File: src/hw/rtl/gda_pkg.sv
// Shared types, constants and calendar helpers for the Gregorian date adder.
// Depends on nothing; used by gda_core and gregorian_date_add_days.
`default_nettype none

package gda_pkg;

    localparam int YEAR_BITS_DEF  = 16;
    localparam int COUNT_BITS_DEF = 16;

    // Request operation codes.
    localparam logic OP_SET = 1'b0;
    localparam logic OP_ADD = 1'b1;

    localparam int RESET_DAY   = 1;
    localparam int RESET_MONTH = 1;
    localparam int RESET_YEAR  = 2008;

    localparam int MONTHS      = 12;
    localparam int YEAR_CYCLE  = 400;
    localparam int RESET_YMOD  = RESET_YEAR % YEAR_CYCLE;
    localparam int CYCLE_DAYS  = 146097;
    localparam int CYCLE_BITS  = 18;
    localparam int SKIP_MARGIN = 31;
    localparam int SKIP_GUARD  = YEAR_CYCLE + 1;

    typedef struct packed {
        logic        op;
        logic [7:0]  day_in;
        logic [7:0]  month_in;
        logic [15:0] year_in;
        logic [15:0] day_count;
    } gda_req_t;

    typedef struct packed {
        logic [4:0]  day;
        logic [3:0]  month;
        logic [15:0] year;
        logic        leap;
    } gda_res_t;

    // Leap test on the year modulo 400: divisible by 4 but not a plain century.
    function automatic logic leap_of(input logic [8:0] ymod);
        return (ymod[1:0] == 2'b00) && (ymod != 9'd100) && (ymod != 9'd200)
            && (ymod != 9'd300);
    endfunction

    function automatic logic [4:0] month_len(input logic [3:0] month, input logic leap);
        logic [4:0] len;
        case (month)
            4'd2:    len = leap ? 5'd29 : 5'd28;
            4'd4:    len = 5'd30;
            4'd6:    len = 5'd30;
            4'd9:    len = 5'd30;
            4'd11:   len = 5'd30;
            default: len = 5'd31;
        endcase
        return len;
    endfunction

endpackage

`default_nettype wire

File: src/hw/rtl/gregorian_date_add_days.sv
// Top level of the Gregorian date adder: request and result handshakes, result register.
// Depends on gda_pkg and gda_core.
//
//   Channel   Signals                                        Direction
//   request   in_valid/in_ready, op, day_in, month_in,       in
//             year_in, day_count
//   result    out_valid/out_ready, cur_day, cur_month,       out
//             cur_year, is_leap
//
// A set request reduces the year by 400, the month by 12 and the day by the month length;
// each remainder is found by repeated subtraction on the shared subtractor.
// An add request first skips whole 400-year spans, then walks one month per cycle
// through the subtractor.
// Reset gives the date 1/1/2008. A result waits in its register while out_ready is low;
// the next request is taken meanwhile, but its result stalls until the register frees.
`default_nettype none

module gregorian_date_add_days #(
    parameter int YEAR_BITS  = gda_pkg::YEAR_BITS_DEF,
    parameter int COUNT_BITS = gda_pkg::COUNT_BITS_DEF
) (
    input  wire logic        clk,
    input  wire logic        rst_n,
    input  wire logic        in_valid,
    output logic             in_ready,
    input  wire logic        op,
    input  wire logic [7:0]  day_in,
    input  wire logic [7:0]  month_in,
    input  wire logic [15:0] year_in,
    input  wire logic [15:0] day_count,
    output logic             out_valid,
    input  wire logic        out_ready,
    output logic [4:0]       cur_day,
    output logic [3:0]       cur_month,
    output logic [15:0]      cur_year,
    output logic             is_leap
);
    import gda_pkg::*;

    gda_req_t req;
    gda_res_t core_res;
    logic     core_idle, core_done, take, start;
    logic     out_valid_reg, out_valid_next;
    gda_res_t res_reg;

    assign req.op        = op;
    assign req.day_in    = day_in;
    assign req.month_in  = month_in;
    assign req.year_in   = year_in;
    assign req.day_count = day_count;

    assign in_ready = core_idle;
    assign start    = in_valid && in_ready;
    assign take     = core_done && (!out_valid_reg || out_ready);

    gda_core #(
        .YEAR_BITS  (YEAR_BITS),
        .COUNT_BITS (COUNT_BITS)
    ) u_core (
        .clk   (clk),
        .rst_n (rst_n),
        .start (start),
        .req   (req),
        .take  (take),
        .idle  (core_idle),
        .done  (core_done),
        .res   (core_res)
    );

    always_comb
    begin
        out_valid_next = out_valid_reg;
        if (take)
        begin
            out_valid_next = 1'b1;
        end
        else if (out_ready)
        begin
            out_valid_next = 1'b0;
        end
    end

    always_ff @(posedge clk or negedge rst_n)
    begin
        if (!rst_n)
        begin
            out_valid_reg <= 1'b0;
        end
        else
        begin
            out_valid_reg <= out_valid_next;
        end
    end

    always_ff @(posedge clk)
    begin
        if (take)
        begin
            res_reg <= core_res;
        end
    end

    assign out_valid = out_valid_reg;
    assign cur_day   = res_reg.day;
    assign cur_month = res_reg.month;
    assign cur_year  = res_reg.year;
    assign is_leap   = res_reg.leap;

`ifndef ASSERT_OFF
    // Once a request is taken the sequencer is busy on the following cycle.
    a_busy_after_accept: assert property (@(posedge clk) disable iff (!rst_n)
        (in_valid && in_ready) |=> !in_ready)
        else $error("request accepted while the sequencer stayed idle");

    // A finished item moves into an empty result register at once.
    a_load_on_done: assert property (@(posedge clk) disable iff (!rst_n)
        (core_done && !out_valid_reg) |=> out_valid_reg)
        else $error("finished item not moved to the result register");

    // A delivered date always has a nonzero day and a month from 1 to 12.
    a_result_range: assert property (@(posedge clk) disable iff (!rst_n)
        out_valid_reg |-> ((cur_day != 5'd0) && (cur_month != 4'd0)
                           && (cur_month <= 4'(MONTHS))))
        else $error("result date out of range");
`endif

endmodule

`default_nettype wire

File: src/hw/rtl/gda_core.sv
// Date register and sequencer around one shared subtractor.
// Depends on gda_pkg; instantiated by gregorian_date_add_days.
`default_nettype none

module gda_core #(
    parameter int YEAR_BITS  = gda_pkg::YEAR_BITS_DEF,
    parameter int COUNT_BITS = gda_pkg::COUNT_BITS_DEF
) (
    input  wire logic             clk,
    input  wire logic             rst_n,
    input  wire logic             start,
    input  wire gda_pkg::gda_req_t req,
    input  wire logic             take,
    output logic                  idle,
    output logic                  done,
    output gda_pkg::gda_res_t     res
);
    import gda_pkg::*;

    localparam int RW = (COUNT_BITS + 1 > CYCLE_BITS) ? COUNT_BITS + 1 : CYCLE_BITS;

    localparam logic [2:0] ST_IDLE      = 3'd0;
    localparam logic [2:0] ST_SET_YEAR  = 3'd1;
    localparam logic [2:0] ST_SET_MONTH = 3'd2;
    localparam logic [2:0] ST_SET_DAY   = 3'd3;
    localparam logic [2:0] ST_SKIP      = 3'd4;
    localparam logic [2:0] ST_WALK      = 3'd5;
    localparam logic [2:0] ST_FINISH    = 3'd6;

    logic [2:0]           state_reg, state_next;
    logic [15:0]          arg_reg, arg_next;
    logic [RW-1:0]        rem_reg, rem_next;
    logic [4:0]           day_reg, day_next;
    logic [3:0]           month_reg, month_next;
    logic [YEAR_BITS-1:0] year_reg, year_next;
    logic [8:0]           ymod_reg, ymod_next;

    logic                 cur_leap;
    logic [4:0]           cur_len;
    logic [RW-1:0]        opa, opb, diff;
    logic [RW:0]          sub_full;
    logic                 borrow;
    logic [YEAR_BITS:0]   year_chk;
    logic [YEAR_BITS-1:0] set_year;
    logic                 skip_go, walk_go;
    logic [3:0]           m_fold;
    logic [4:0]           d_fold;

    assign cur_leap = leap_of(ymod_reg);
    assign cur_len  = month_len(month_reg, cur_leap);
    assign set_year = YEAR_BITS'(req.year_in);

    // Each set field is reduced by subtracting its modulus until the remainder drops below it.
    assign opa = rem_reg;

    always_comb
    begin
        case (state_reg)
            ST_SET_YEAR:
            begin
                opb = RW'(YEAR_CYCLE);
            end
            ST_SET_MONTH:
            begin
                opb = RW'(MONTHS);
            end
            ST_SKIP:
            begin
                opb = RW'(CYCLE_DAYS);
            end
            default:
            begin
                opb = RW'(cur_len);
            end
        endcase
    end

    assign sub_full  = {1'b0, opa} - {1'b0, opb};
    assign borrow    = sub_full[RW];
    assign diff      = sub_full[RW-1:0];

    // A 400-year span may be skipped only while the year cannot wrap inside it.
    assign year_chk = {1'b0, year_reg} + (YEAR_BITS + 1)'(SKIP_GUARD);
    assign skip_go  = !borrow && (diff > RW'(SKIP_MARGIN)) && !year_chk[YEAR_BITS];
    assign walk_go  = !borrow && (diff != '0);

    assign m_fold = (rem_reg[3:0] == 4'd0) ? 4'(MONTHS) : rem_reg[3:0];
    assign d_fold = (rem_reg[4:0] == 5'd0) ? cur_len : rem_reg[4:0];

    always_comb
    begin
        state_next = state_reg;
        arg_next   = arg_reg;
        rem_next   = rem_reg;
        day_next   = day_reg;
        month_next = month_reg;
        year_next  = year_reg;
        ymod_next  = ymod_reg;
        case (state_reg)
            ST_IDLE:
            begin
                if (start)
                begin
                    if (req.op == OP_SET)
                    begin
                        year_next  = set_year;
                        arg_next   = {req.month_in, req.day_in};
                        rem_next   = RW'(16'(set_year));
                        state_next = ST_SET_YEAR;
                    end
                    else
                    begin
                        rem_next   = RW'(day_reg) + RW'(COUNT_BITS'(req.day_count));
                        state_next = ST_SKIP;
                    end
                end
            end
            ST_SET_YEAR:
            begin
                if (!borrow)
                begin
                    rem_next = diff;
                end
                else
                begin
                    ymod_next  = rem_reg[8:0];
                    rem_next   = RW'(arg_reg[15:8]);
                    state_next = ST_SET_MONTH;
                end
            end
            ST_SET_MONTH:
            begin
                if (!borrow)
                begin
                    rem_next = diff;
                end
                else
                begin
                    month_next = m_fold;
                    rem_next   = RW'(arg_reg[7:0]);
                    state_next = ST_SET_DAY;
                end
            end
            ST_SET_DAY:
            begin
                if (!borrow)
                begin
                    rem_next = diff;
                end
                else
                begin
                    day_next   = d_fold;
                    state_next = ST_FINISH;
                end
            end
            ST_SKIP:
            begin
                if (skip_go)
                begin
                    rem_next  = diff;
                    year_next = year_reg + YEAR_BITS'(YEAR_CYCLE);
                end
                else
                begin
                    state_next = ST_WALK;
                end
            end
            ST_WALK:
            begin
                if (walk_go)
                begin
                    rem_next = diff;
                    if (month_reg == 4'(MONTHS))
                    begin
                        month_next = 4'd1;
                        year_next  = year_reg + YEAR_BITS'(1);
                        if ((&year_reg) || (ymod_reg == 9'(YEAR_CYCLE - 1)))
                        begin
                            ymod_next = '0;
                        end
                        else
                        begin
                            ymod_next = ymod_reg + 9'd1;
                        end
                    end
                    else
                    begin
                        month_next = month_reg + 4'd1;
                    end
                end
                else
                begin
                    day_next   = rem_reg[4:0];
                    state_next = ST_FINISH;
                end
            end
            ST_FINISH:
            begin
                if (take)
                begin
                    state_next = ST_IDLE;
                end
            end
            default:
            begin
                state_next = ST_IDLE;
            end
        endcase
    end

    always_ff @(posedge clk or negedge rst_n)
    begin
        if (!rst_n)
        begin
            state_reg <= ST_IDLE;
            day_reg   <= 5'(RESET_DAY);
            month_reg <= 4'(RESET_MONTH);
            year_reg  <= YEAR_BITS'(RESET_YEAR);
            ymod_reg  <= 9'(RESET_YMOD);
        end
        else
        begin
            state_reg <= state_next;
            day_reg   <= day_next;
            month_reg <= month_next;
            year_reg  <= year_next;
            ymod_reg  <= ymod_next;
        end
    end

    always_ff @(posedge clk)
    begin
        arg_reg <= arg_next;
        rem_reg <= rem_next;
    end

    assign idle       = (state_reg == ST_IDLE);
    assign done       = (state_reg == ST_FINISH);
    assign res.day    = day_reg;
    assign res.month  = month_reg;
    assign res.year   = 16'(year_reg);
    assign res.leap   = cur_leap;

endmodule

`default_nettype wire
File: config.mk
export PLATFORM = sky130hd
export DESIGN_NAME = gregorian_date_add_days
export DESIGN_NICKNAME = d
export VERILOG_FILES = /design/src/hw/rtl/gda_pkg.sv /design/src/hw/rtl/gregorian_date_add_days.sv /design/src/hw/rtl/gda_core.sv
export SDC_FILE = /design/constraint.sdc
export NUM_CORES = 1
export LEC_CHECK = 0
export BUFFER_PORTS_ARGS = -buffer_cell sky130_fd_sc_hd__buf_2
export CORE_MARGIN = 2
export CORE_UTILIZATION = 30
export CTS_BUF_LIST = sky130_fd_sc_hd__clkbuf_2
export CTS_CLUSTER_SIZE = 20
export DETAILED_ROUTE_END_ITERATION = 8
export PLACE_DENSITY = 0.51
export SYNTH_ARGS = -nofsm -noshare
export SYNTH_HDL_FRONTEND = slang
export SYNTH_SLANG_ARGS = --single-unit
File: constraint.sdc
create_clock -name clk -period 5.4 [get_ports clk]
set_input_delay 1.08 -clock clk [delete_from_list [all_inputs] [get_ports clk]]
set_output_delay 1.08 -clock clk [all_outputs]
set_load 0.005 [all_outputs]
==> results of run 1 <==
==> through the flow <==
stage	cell area, um^2	hold WS [ns]
3_5_place_dp	7630	0.485
5_1_grt	7780	0.548
3_3_place_gp	7630	0.495
6_report	7780	0.530
4_1_cts	7750	0.536
2_1_floorplan	6800	0.423
==> per-layer routing <==
layer / track usage [%] / vias to the layer above / wire [um]
li1: - / 2981 / -
met3: 2.55 / 11 / 1140
met2: 28.6 / 182 / 9830
met1: 27.7 / 2995 / 10700
met4: 3.44 / 0 / 193
met5: 0 / - / 0
==> cell usage in the layout, fill, tap and decap left out, drive strengths merged, types with 10 or more instances in the layout <==
cell,netlist,routed
dfrtp,28,28
dfstp,10,10
buf,15,114
a21oi,45,45
a31oi,12,12
xnor2,19,19
o211ai,17,17
nor2b,11,11
mux2i,10,10
nand2,85,85
inv,31,33
nor3,23,23
nor2,66,66
nand3,24,24
ha,27,27
clkbuf,23,11
o21ai,48,48
edfxtp,60,60
==> worst max path at each step <==
stage | endpoint | slack, ns | cells past startpoint
after global routing | u_core.month_reg[0] | 0.008 | 21
after floorplan | u_core.opa[0] | 0.65 | 22
after CTS | u_core.year_reg[12] | 0.04 | 21
final | u_core.month_reg[0] | 0.37 | 21
after global placement | u_core.opa[9] | 0.16 | 20
after detailed placement | u_core.opa[12] | 0.007 | 20
==> timing repair <==
action | CTS | global route
gates resized for setup | 1 | 5
endpoints found under the setup margin | 18 | 44
pin swaps | 0 | 0
==> Yosys cell counts, types with 7 or more instances <==
cell type | count | share of area (%)
nand2_1 | 85 | 4.7
nor2_1 | 65 | 3.6
edfxtp_1 | 60 | 26
o21ai_0 | 46 | 3.4
a21oi_1 | 44 | 3.2
inv_1 | 31 | 1.7
dfrtp_1 | 28 | 10
ha_1 | 27 | 5.0
nand3_1 | 24 | 1.8
clkbuf_1 | 23 | 1.3
nor3_1 | 22 | 1.6
xnor2_1 | 19 | 2.4
o211ai_1 | 17 | 1.9
a31oi_1 | 11 | 1.0
nor2b_1 | 11 | 1.0
dfstp_2 | 10 | 3.9
mux2i_1 | 10 | 1.5
and3_1 | 9 | 0.83
o221ai_1 | 9 | 1.2
xor2_1 | 9 | 1.2
a211oi_1 | 8 | 0.88
a22oi_1 | 8 | 0.88
nand2b_1 | 8 | 0.74
o22ai_1 | 8 | 0.74
o31ai_1 | 8 | 0.88
a21o_1 | 7 | 0.77
buf_2 | 7 | 0.52
o21a_1 | 7 | 0.77
==> power by group through the flow <==
stage / logic, mW / registers, mW / clock network [mW]
6_report: 0.0748 / 0.806 / 0.382
3_3_place_gp: 0.0755 / 0.820 / 0
3_5_place_dp: 0.0758 / 0.820 / 0
2_1_floorplan: 0.0320 / 0.817 / 0
5_1_grt: 0.0833 / 0.807 / 0.421
4_1_cts: 0.0761 / 0.806 / 0.400
==> worst reg2reg max path: stages (launching register included) <==
cell and delay (ns):
dfstp_2 0.66, nor4bb_1 0.07, o21ai_0 0.17, a21oi_1 0.10
nor2b_1 0.16, nand2b_1 0.08, a22oi_1 0.12, o21ai_0 0.15
o31ai_1 0.24, ha_1 0.20, inv_1 0.05, fa_1 0.43
a211oi_2 0.27, o21ai_2 0.15, a22o_1 0.20, a311oi_2 0.24
o221ai_1 0.17, or4_1 0.55, buf_4 0.22, nor2_4 0.17
o21a_1 0.23, mux2_2 0.35
==> cell type report <==
cell class,count,area (um^2),share of cell area (%)
Antenna cell,1,2.50,0.0322
Clock buffer,11,55.1,0.708
Clock inverter,5,61.3,0.788
Inverter,31,116,1.50
Multi-Input combinational cell,578,3760,48.4
Sequential cell,98,2770,35.5
Tap cell,285,357,4.58
Timing Repair Buffer,114,659,8.48
==> kinds of logic (layout without fill, tap and decap cells) <==
family,Yosys count,count (layout)
flip-flops,98,98
buffers and inverters,69,161
AO/OA/AOI/OAI,234,234
AND/OR/NAND/NOR,273,273
adder cells (fa/ha/maj),29,29
other,0,1
multiplexers,14,14
XOR/XNOR,28,28
==> results.ini, run 1 <==
[worst_hold_path]
hold_end = cur_day[1]
worstHoldStart = u_core.day_reg[1]
min_path_cells = 0
hold_path_class = register to register

[cells_and_area]
syn_to_final_growth_pct = 14.4
layout-drive-gt1-share_pct = 19.8
fin_nets = 914
final_core_util_pct = 34.7
instances_no_fill = 1123
fillCellCount = 2366
largest_reg_flops = 18

[timing]
tns_ns = 0
relSlewSlack_pct = 33.0
tightest_slew_ns = 1.00
min_period_ns = 5.03
slew_viol_final = 0
skew_ns = 0.0495
fin_ws_ns = 0.369
fin_crit_sh_pct = 93.2
hold_viol = 0
setup_viol = 0
rsz0062_at_grt = false
max_freq_mhz = 199

[critical_path]
critPathArrivalTime_ns = 5.61
startpoint = u_core.ymod_reg[3]
critical-path-slowest-cell = dfstp_2
critPathLaunchType = register
slowest_delay_ns = 0.66
worst_path_dominant_cell_family = compound AO/OA/AOI/OAI gates
r2r-start = u_core.ymod_reg[3]
timing.rr.end = u_core.month_reg[0]
rr_worst_depth = 21
r2r_slack_ns = 0.37
cp_cell_sequence = nor4bb_1 > o21ai_0 > a21oi_1 > nor2b_1 > nand2b_1 > a22oi_1 > o21ai_0 > o31ai_1 > ha_1 > inv_1 > fa_1 > a211oi_2 > o21ai_2 > a22o_1 > a311oi_2 > o221ai_1 > or4_1 > buf_4 > nor2_4 > o21a_1 > mux2_2
crit_path_end_kind = register
critPathBufInv = 2
critPathMaxFanout = 8
critPathMostFrequentCell = o21ai_0
critPathKind = register to register
cp_data_required_time_ns = 5.98

[place]
finalWeightedCongestion = 0.894
io_buffers = 80
dp_cells = 1106
dp_hpwl_um = 16600
post-place-ws_ns = 0.00695

[synthesis]
synthXorXnorAreaFrac_pct = 3.61
ys_seq_elements = 98
synth_cell_types = 79
yosysWarnings = 0
synth_fa_ha_area_share_pct = 5.56
avgSynthCellArea_um2 = 9.13
synth_top_family_by_area = compound AO/OA/AOI/OAI gates
syn_nets = 827
synth_area_um2 = 6800
synth_edf_count = 60
synth-seq-area-share_pct = 40.7
synth_simple_gate_area_share_pct = 19.6
synth_compound_area_share_pct = 24.0
ys.flop_type = edfxtp_1
synthCells = 745
synthArstFlopShare_pct = 38.8
synth_mux_area_share_pct = 2.19

[clock_network]
cts.clk_slew.worst_paths_ns = 0.29
clk_latency_ns = 0.64
cts_max_level = 3
post-cts-setup-buffer-count = 0
cts_made_buffers = 9
cts_root_buf = clkbuf_2
cts_buffer_depth = 2
cts_tree = done
cts_sinks = 98
hold_buffers = 0

[run]
cap_viol_max_count = 0

[die]
pin_count = 81
start_util_pct = 30.3
dieArea_um2 = 23900
fp.coreArea_um2 = 22400
placementRows = 55
die_w_um = 155
dieHeight_um = 155

[grt]
grt_max_degree = 39
grt_pass1_vias = 5965
gr-usage-all-layers_pct = 18.5
grt_first_pass_wirelength_um = 34400
grt_remaining_overflow = 0
antenna_found_initial = 1

[power_and_ir_drop]
power.internal_uw = 944
power_mw = 1.26
power_frac_clock_pct = 30.3
irDropWorstVdd_uv = 97.9
leakage_nw = 2.94
pwr-share-comb_pct = 5.9
pwr-share-seq_pct = 63.8
swShare_pct = 25.2
powerDensity_nw_per_um2 = 162
p_sw_uw = 319

[status]
outcome = finished clean

[route]
wl_per_cell_um = 19.5
drc = 0
drtAntennaViolNets = 0
vias_per_cell = 5.49
via_count = 6169
wirelength_um = 21900
dr.pass1.iters = 5
drt_iter0_drc = 528

(Power assumes the default switching activity.)
==> run 2: changes to the inputs <==
--- a/config.mk
+++ b/config.mk
@@ -5,13 +5,13 @@
 export SDC_FILE = /design/constraint.sdc
 export NUM_CORES = 1
 export LEC_CHECK = 0
-export BUFFER_PORTS_ARGS = -buffer_cell sky130_fd_sc_hd__buf_2
 export CORE_MARGIN = 2
 export CORE_UTILIZATION = 30
 export CTS_BUF_LIST = sky130_fd_sc_hd__clkbuf_2
 export CTS_CLUSTER_SIZE = 20
 export DETAILED_ROUTE_END_ITERATION = 8
-export PLACE_DENSITY = 0.51
+export DONT_BUFFER_PORTS = 1
+export PLACE_DENSITY = 0.48
 export SYNTH_ARGS = -nofsm -noshare
 export SYNTH_HDL_FRONTEND = slang
 export SYNTH_SLANG_ARGS = --single-unit
==> run 2 against run 1 <==
  * Critical path depth unchanged
  * Largest power group unchanged
  * Global-route usage is 0.066 points lower
  * Critical endpoint is now u_core.opa[7]
  * Largest cell class unchanged
  * Combinational power fell by 50%
  * Cell area shrank 5.2%
  * Setup slack improved by 0.087 ns
==> results.ini, run 2 (synthesized netlist as in run 1, its figures left out) <==
[status]
outcome = finished clean  ; unchanged

[cells_and_area]
fillCellCount = 2344  ; was 2366
mostFrequentLayoutCells = nand2_1, nor2_1, edfxtp_1, o21ai_0, a21oi_1  ; was nand2_1, buf_2, nor2_1, edfxtp_1, o21ai_0
syn_to_final_growth_pct = 8.48  ; was 14.4%
instances_no_fill = 1042  ; was 1123
layout-drive-gt1-share_pct = 11.1  ; was 19.8%
layout_commonest_cell = nand2_1  ; unchanged
final_core_util_pct = 32.9  ; was 34.7%
fin_nets = 833  ; was 914
largest_reg_flops = 18  ; unchanged

[place]
finalWeightedCongestion = 0.861  ; was 0.894
dp_hpwl_um = 16400  ; was 16600 um
dp_cells = 1023  ; was 1106
io_buffers = 0  ; was 80

[clock_network]
cts_tree = done  ; unchanged
cts_buffer_depth = 2  ; unchanged
cts_sinks = 98  ; unchanged
cts_max_level = 3  ; unchanged
clk_latency_ns = 0.65  ; was 0.64 ns
cts.clk_slew.worst_paths_ns = 0.32  ; was 0.29 ns
cts_made_buffers = 9  ; unchanged
cts_root_buf = clkbuf_2  ; unchanged

[route]
drc = 0  ; unchanged
vias_per_cell = 5.65  ; was 5.49
drt_iter0_drc = 480  ; was 528
wirelength_um = 21800  ; was 21900 um
wl_per_cell_um = 21.0  ; was 19.5 um
via_count = 5891  ; was 6169
drtAntennaViolNets = 0  ; unchanged
dr.pass1.iters = 5  ; unchanged

[timing]
slew_viol_final = 0  ; unchanged
skew_ns = 0.0483  ; was 0.0495 ns
tightest_slew_ns = 0.997  ; was 1.00 ns
tns_ns = 0  ; unchanged
fin_crit_sh_pct = 91.6  ; was 93.2%
rsz0062_at_grt = false  ; unchanged
max_freq_mhz = 202  ; was 199 MHz
setup_viol = 0  ; unchanged
hold_viol = 0  ; unchanged
relSlewSlack_pct = 33.4  ; was 33.0%
min_period_ns = 4.94  ; was 5.03 ns

[critical_path]
r2r_slack_ns = 0.46  ; was 0.37 ns
critPathMaxFanout = 18  ; was 8
critPathArrivalTime_ns = 5.33  ; was 5.61 ns
critPathLaunchType = register  ; unchanged
critPathKind = register to register  ; unchanged
cp_data_required_time_ns = 5.79  ; was 5.98 ns
crit_path_end_kind = register  ; unchanged

[die]
dieArea_um2 = 23900  ; unchanged
dieHeight_um = 155  ; unchanged
die_w_um = 155  ; unchanged
start_util_pct = 30.3  ; unchanged
placementRows = 55  ; unchanged
pin_count = 81  ; unchanged
fp.coreArea_um2 = 22400  ; unchanged

[worst_hold_path]
hold_path_class = input pin to async pin  ; was register to register

[power_and_ir_drop]
leakage_nw = 2.64  ; was 2.94 nW
powerDensity_nw_per_um2 = 168  ; was 162 nW/um^2
power_mw = 1.24  ; was 1.26 mW
irDropWorstVdd_uv = 111  ; was 97.9 uV

[run]
cap_viol_max_count = 0  ; unchanged

[grt]
grt_max_degree = 39  ; unchanged
grt_pass1_vias = 5690  ; was 5965
grt_remaining_overflow = 0  ; unchanged
grt_first_pass_wirelength_um = 34000  ; was 34400 um
gr-usage-all-layers_pct = 18.4  ; was 18.5%
antenna_found_initial = 1  ; unchanged

-- run 2: cell types whose count changed in the layout (fill, tap and decap cells not counted) --
cell / change
and3_2: +1
dlygate4sd3_1: +1
o21a_2: +1
and3_4: -1
clkinv_1: +1
buf_4: -2
o21a_1: -1
buf_2: -80
clkbuf_2: -2
inv_8: +1
-- run 2: layout make-up --
| type | count | area (um^2) | share of cell area [%] |
|---|---|---|---|
| antenna | 1 | 2.50 | 0.0339 |
| clock buffer | 9 | 45.0 | 0.611 |
| clock inverter | 7 | 76.3 | 1.03 |
| inverter | 31 | 116 | 1.58 |
| multi-input combinational | 578 | 3760 | 51.0 |
| sequential | 98 | 2770 | 37.5 |
| tap | 285 | 357 | 4.83 |
| timing repair buffer | 33 | 254 | 3.44 |
-- run 2: report_power, final --
group	switching [mW]	total, mW	internal [mW]
clock	0.281	0.394	0.113
sequential	0.00768	0.806	0.798
combinational	0.0186	0.0375	0.0189
-- run 2: per-layer routing --
metal / global-route usage [%] / part of all wire (%) / vias to the layer above
met3: 5.02 / 6.8 / 18
met5: 0 / 0 / -
met4: 4.67 / 1.4 / 0
li1: - / - / 2826
met2: 27.3 / 44 / 191
met1: 26.5 / 48 / 2856
-- run 2: through the flow --
| stage | setup WS [ns] | instance area, um^2 | hold WS, ns |
|---|---|---|---|
| after CTS | 0.0979 | 7330 | 0.0101 |
| after floorplan | 0.651 | 6800 | 0.423 |
| final | 0.456 | 7380 | 0.0577 |
| after global placement | 0.231 | 7210 | 0.516 |
| after detailed placement | 0.125 | 7210 | 0.509 |
| after global routing | 0.0280 | 7380 | 0.00142 |
-- run 2: worst paths after layout --
kind | startpoint | end | cells past startpoint
setup reg to reg | u_core.ymod_reg[3] | u_core.opa[7] | 21
min in group clk | day_in[5] | u_core.arg_reg[5] | 0
max in group asynchronous | rst_n | u_core.state_reg[1] | 1
setup / recovery | u_core.ymod_reg[3] | u_core.opa[7] | 21
hold reg to reg | u_core.year_reg[3] | u_core.year_reg[3] | 1
hold / removal | rst_n | u_core.year_reg[13] | 0
-- run 2: critical path, stage by stage, from the launching register on --
cell	delay, ns
dfstp_2	0.64
nor4bb_1	0.06
o21ai_0	0.18
a21oi_1	0.09
nor2b_1	0.15
nand2b_1	0.07
a22oi_1	0.12
o21ai_0	0.15
o31ai_1	0.24
ha_1	0.20
inv_1	0.05
fa_1	0.42
a211oi_2	0.27
o21ai_2	0.15
a22o_1	0.21
a311oi_2	0.25
o221ai_1	0.16
or4_1	0.47
buf_4	0.20
o22ai_2	0.16
o21ai_0	0.09
and3_2	0.34
-- run 2: timing repair --
item,4_1_cts,5_1_grt
resized for setup,0,6
hold buffers,0,1
setup buffers,0,1
endpoints found under the hold margin,0,3
setup endpoints to repair,0,48
==> run 3: changes to the inputs <==
--- a/config.mk
+++ b/config.mk
@@ -5,6 +5,7 @@
 export SDC_FILE = /design/constraint.sdc
 export NUM_CORES = 1
 export LEC_CHECK = 0
+export ABC_AREA = 1
 export CORE_MARGIN = 2
 export CORE_UTILIZATION = 30
 export CTS_BUF_LIST = sky130_fd_sc_hd__clkbuf_2
==> run 3 against run 2 <==
  * Clock power is 7.4% higher
  * Power grew to 4.2 times the previous value
  * Global-route usage is 0.85 points lower
  * Synthesized cell count is 21% higher
  * Utilization is 0.53 points lower
  * Synthesized area is 0.85% higher
  * Via count is 3.5% higher
  * Flip-flop and latch count stayed put
  * Die area is 0.82% higher
  * Largest cell class unchanged
  * Clock-buffer cell count is 3 higher
  * Clock skew is 0.012 ns lower
  * Fmax is 2.3% higher
==> results.ini, run 3 <==
[critical_path]
critPathMaxFanout = 22  ; was 18
critPathLaunchType = register  ; unchanged
cp_data_required_time_ns = 5.74  ; was 5.79 ns
critPathArrivalTime_ns = 5.17  ; was 5.33 ns
crit_path_end_kind = register  ; unchanged
critPathKind = register to register  ; unchanged

[timing]
setup_viol = 0  ; unchanged
tns_ns = 0  ; unchanged
hold_viol = 0  ; unchanged
rsz0062_at_grt = false  ; unchanged
min_period_ns = 4.83  ; was 4.94 ns
tightest_slew_ns = 0.991  ; was 0.997 ns
relSlewSlack_pct = 33.8  ; was 33.4%
max_freq_mhz = 207  ; was 202 MHz
slew_viol_final = 0  ; unchanged
fin_crit_sh_pct = 89.5  ; was 91.6%
skew_ns = 0.0358  ; was 0.0483 ns

[synthesis]
synth-seq-area-share_pct = 40.3  ; was 40.7%
synth_common_cells = nand2_1, inv_1, nor2_1, edfxtp_1, nand3_1  ; was nand2_1, nor2_1, edfxtp_1, o21ai_0, a21oi_1
synth_cell_types = 56  ; was 79
ys_seq_elements = 98  ; unchanged
avgSynthCellArea_um2 = 7.62  ; was 9.13 um^2
ys.flop_type = edfxtp_1  ; unchanged
yosysTopAreaCellShare_pct = 26.3  ; was 26.5%
synthTopCellsByArea = edfxtp_1, nand2_1, dfrtp_1  ; was edfxtp_1, dfrtp_1, ha_1
yosysWarnings = 0  ; unchanged
synth_area_um2 = 6860  ; was 6800 um^2
synth_edf_count = 60  ; unchanged
synth.most_common_cell = nand2_1  ; unchanged
synth_top_area_cell = edfxtp_1  ; unchanged
synthArstFlopShare_pct = 38.8  ; unchanged
synthCells = 900  ; was 745
syn_nets = 982  ; was 827

[status]
outcome = finished clean  ; unchanged

[die]
die_w_um = 155  ; about the same
fp.coreArea_um2 = 22600  ; was 22400 um^2
start_util_pct = 30.4  ; was 30.3%
dieArea_um2 = 24100  ; was 23900 um^2
placementRows = 55  ; unchanged
dieHeight_um = 155  ; about the same
pin_count = 81  ; unchanged

[worst_hold_path]
hold_path_class = input pin to async pin  ; unchanged

[route]
wl_per_cell_um = 17.9  ; was 21.0 um
top_layer = met4  ; unchanged
dr.pass1.iters = 6  ; was 5
vias_per_cell = 5.12  ; was 5.65
drt_iter0_drc = 626  ; was 480
drtAntennaViolNets = 0  ; unchanged
wl_met3_um = 1730  ; was 1490 um
drc = 0  ; unchanged
wirelength_um = 21300  ; was 21800 um
via_count = 6099  ; was 5891
wl_met2_um = 9180  ; was 9530 um
wl_met1_um = 10100  ; was 10500 um

[grt]
grt_pass1_vias = 5631  ; was 5690
grt_max_degree = 39  ; unchanged
grt_first_pass_wirelength_um = 32200  ; was 34000 um
antenna_found_initial = 1  ; unchanged
grt_remaining_overflow = 0  ; unchanged
gr-usage-all-layers_pct = 17.6  ; was 18.4%

[place]
placed_area_um2 = 7150  ; was 7210 um^2
dp_hpwl_um = 16600  ; was 16400 um
io_buffers = 0  ; unchanged
finalWeightedCongestion = 0.909  ; was 0.861

[clock_network]
cts.clk_slew.worst_paths_ns = 0.27  ; was 0.32 ns
cts_sinks = 98  ; unchanged
cts_buffer_depth = 2  ; unchanged
clk_latency_ns = 0.65  ; about the same
cts_max_level = 3  ; unchanged
cts_resized = 0  ; unchanged
cts_made_buffers = 9  ; unchanged
cts_root_buf = clkbuf_2  ; unchanged
cts_tree = done  ; unchanged
post-cts-setup-buffer-count = 0  ; unchanged

[cells_and_area]
regArea_um2 = 2770  ; unchanged
largest_reg_flops = 18  ; unchanged
layout_commonest_cell = nand2_1  ; unchanged
layout-drive-gt1-share_pct = 8.40  ; was 11.1%
mostFrequentLayoutCells = nand2_1, inv_1, nor2_1, edfxtp_1, nand3_1  ; was nand2_1, nor2_1, edfxtp_1, o21ai_0, a21oi_1
fillCellCount = 2473  ; was 2344
multiInputGateArea_um2 = 3530  ; was 3760 um^2
syn_to_final_growth_pct = 6.48  ; was 8.48%
fin_nets = 982  ; was 833
final_cell_area_um2 = 7300  ; was 7380 um^2

[power_and_ir_drop]
leakage_nw = 3.23  ; was 2.64 nW
irDropWorstVdd_uv = 179  ; was 111 uV
powerDensity_nw_per_um2 = 705  ; was 168 nW/um^2

[run]
cap_viol_max_count = 0  ; unchanged

-- run 3: cell count changes in the layout (fill, tap and decap cells not counted), moves of 11 or more --
cell and change:
buf_4 -26, inv_1 +90, nand2_1 +172, nand2_2 +11, nand3_1 +31, nand4_1 +25, nor2b_1 -11, xnor2_1 -17
-- run 3: where the power goes --
part           internal (mW)  switching (mW)  total (mW)
sequential              1.22           0.310        1.53
clock                  0.159           0.264       0.423
combinational           1.04            2.15        3.19
total                   2.42            2.72        5.15
-- run 3: final cells by class --
class                           count  share of cell area [%]
Antenna cell                        1                  0.0343
Clock buffer                       12                   0.823
Timing Repair Buffer                6                   0.651
Tap cell                          285                    4.88
Clock inverter                      4                    1.05
Inverter                          123                    6.32
Sequential cell                    98                    37.9
Multi-Input combinational cell    662                    48.4
-- run 3: critical path, stage by stage (launching register included) --
cell     delay (ns)
dfrtp_1        0.49
nor2_1         0.20
inv_1          0.08
nor2_1         0.45
inv_1          0.63
o21ai_0        0.25
ha_1           0.17
inv_1          0.08
fa_1           0.43
nand3_1        0.12
nand3_1        0.12
nand2_1        0.08
nand2_1        0.08
xor2_1         0.23
nor2_1         0.08
nand3_1        0.10
nor2_2         0.06
nand2_1        0.09
nand2_1        0.07
nand2_2        0.24
nand2_1        0.09
nor2_1         0.09
buf_4          0.29
-- run 3: cell families (layout without fill, tap and decap cells) --
kind of cell | count (synthesis) | after routing | share of synthesized area [%]
adder cells (fa/ha/maj) | 29 | 29 | 5.51
AND/OR/NAND/NOR | 464 | 464 | 29.6
XOR/XNOR | 19 | 19 | 2.43
other | 0 | 1 | 0
buffers and inverters | 140 | 145 | 8.25
AO/OA/AOI/OAI | 150 | 150 | 13.9
flip-flops | 98 | 98 | 40.3
-- run 3: path summary, 6_finish.rpt --
| check | from | to | slack (ns) | depth (start not counted) |
|---|---|---|---|---|
| hold / removal | rst_n | u_core.year_reg[2] | 0.08 | 0 |
| setup reg to reg | u_core.state_reg[1] | u_core.opa[14] | 0.57 | 22 |
| min in group clk | u_core.day_reg[0] | u_core.day_reg[0] | 0.50 | 2 |
| setup / recovery | u_core.state_reg[1] | u_core.opa[14] | 0.57 | 22 |
| max in group asynchronous | rst_n | u_core.year_reg[15] | 3.85 | 1 |
| hold reg to reg | u_core.day_reg[0] | u_core.day_reg[0] | 0.50 | 2 |
-- run 3: what timing repair did --
action	4_1_cts	5_1_grt
setup endpoints to repair	0	0
hold endpoints to repair	0	15
hold buffers	0	1
-- run 3: stage by stage --
stage	worst slack (ns)	power [mW]	instances	hold WS (ns)	util (%)
finish	0.570	5.15	1191	0.0762	32.3
global route	0.177	5.63	1191	0.00584	32.3
CTS	0.708	5.13	1189	0.0137	32.3
detailed placement	0.767	4.68	1173	0.468	31.7
global placement	0.886	4.72	1173	0.467	31.7
floorplan	0.894	3.85	900	0.423	-
-- run 3: per-layer routing --
metal / vias up / GRT usage [%]
li1: 3027 / -
met4: 0 / 3.54
met3: 22 / 4.85
met1: 2811 / 25.2
met5: - / 0
met2: 239 / 26.5
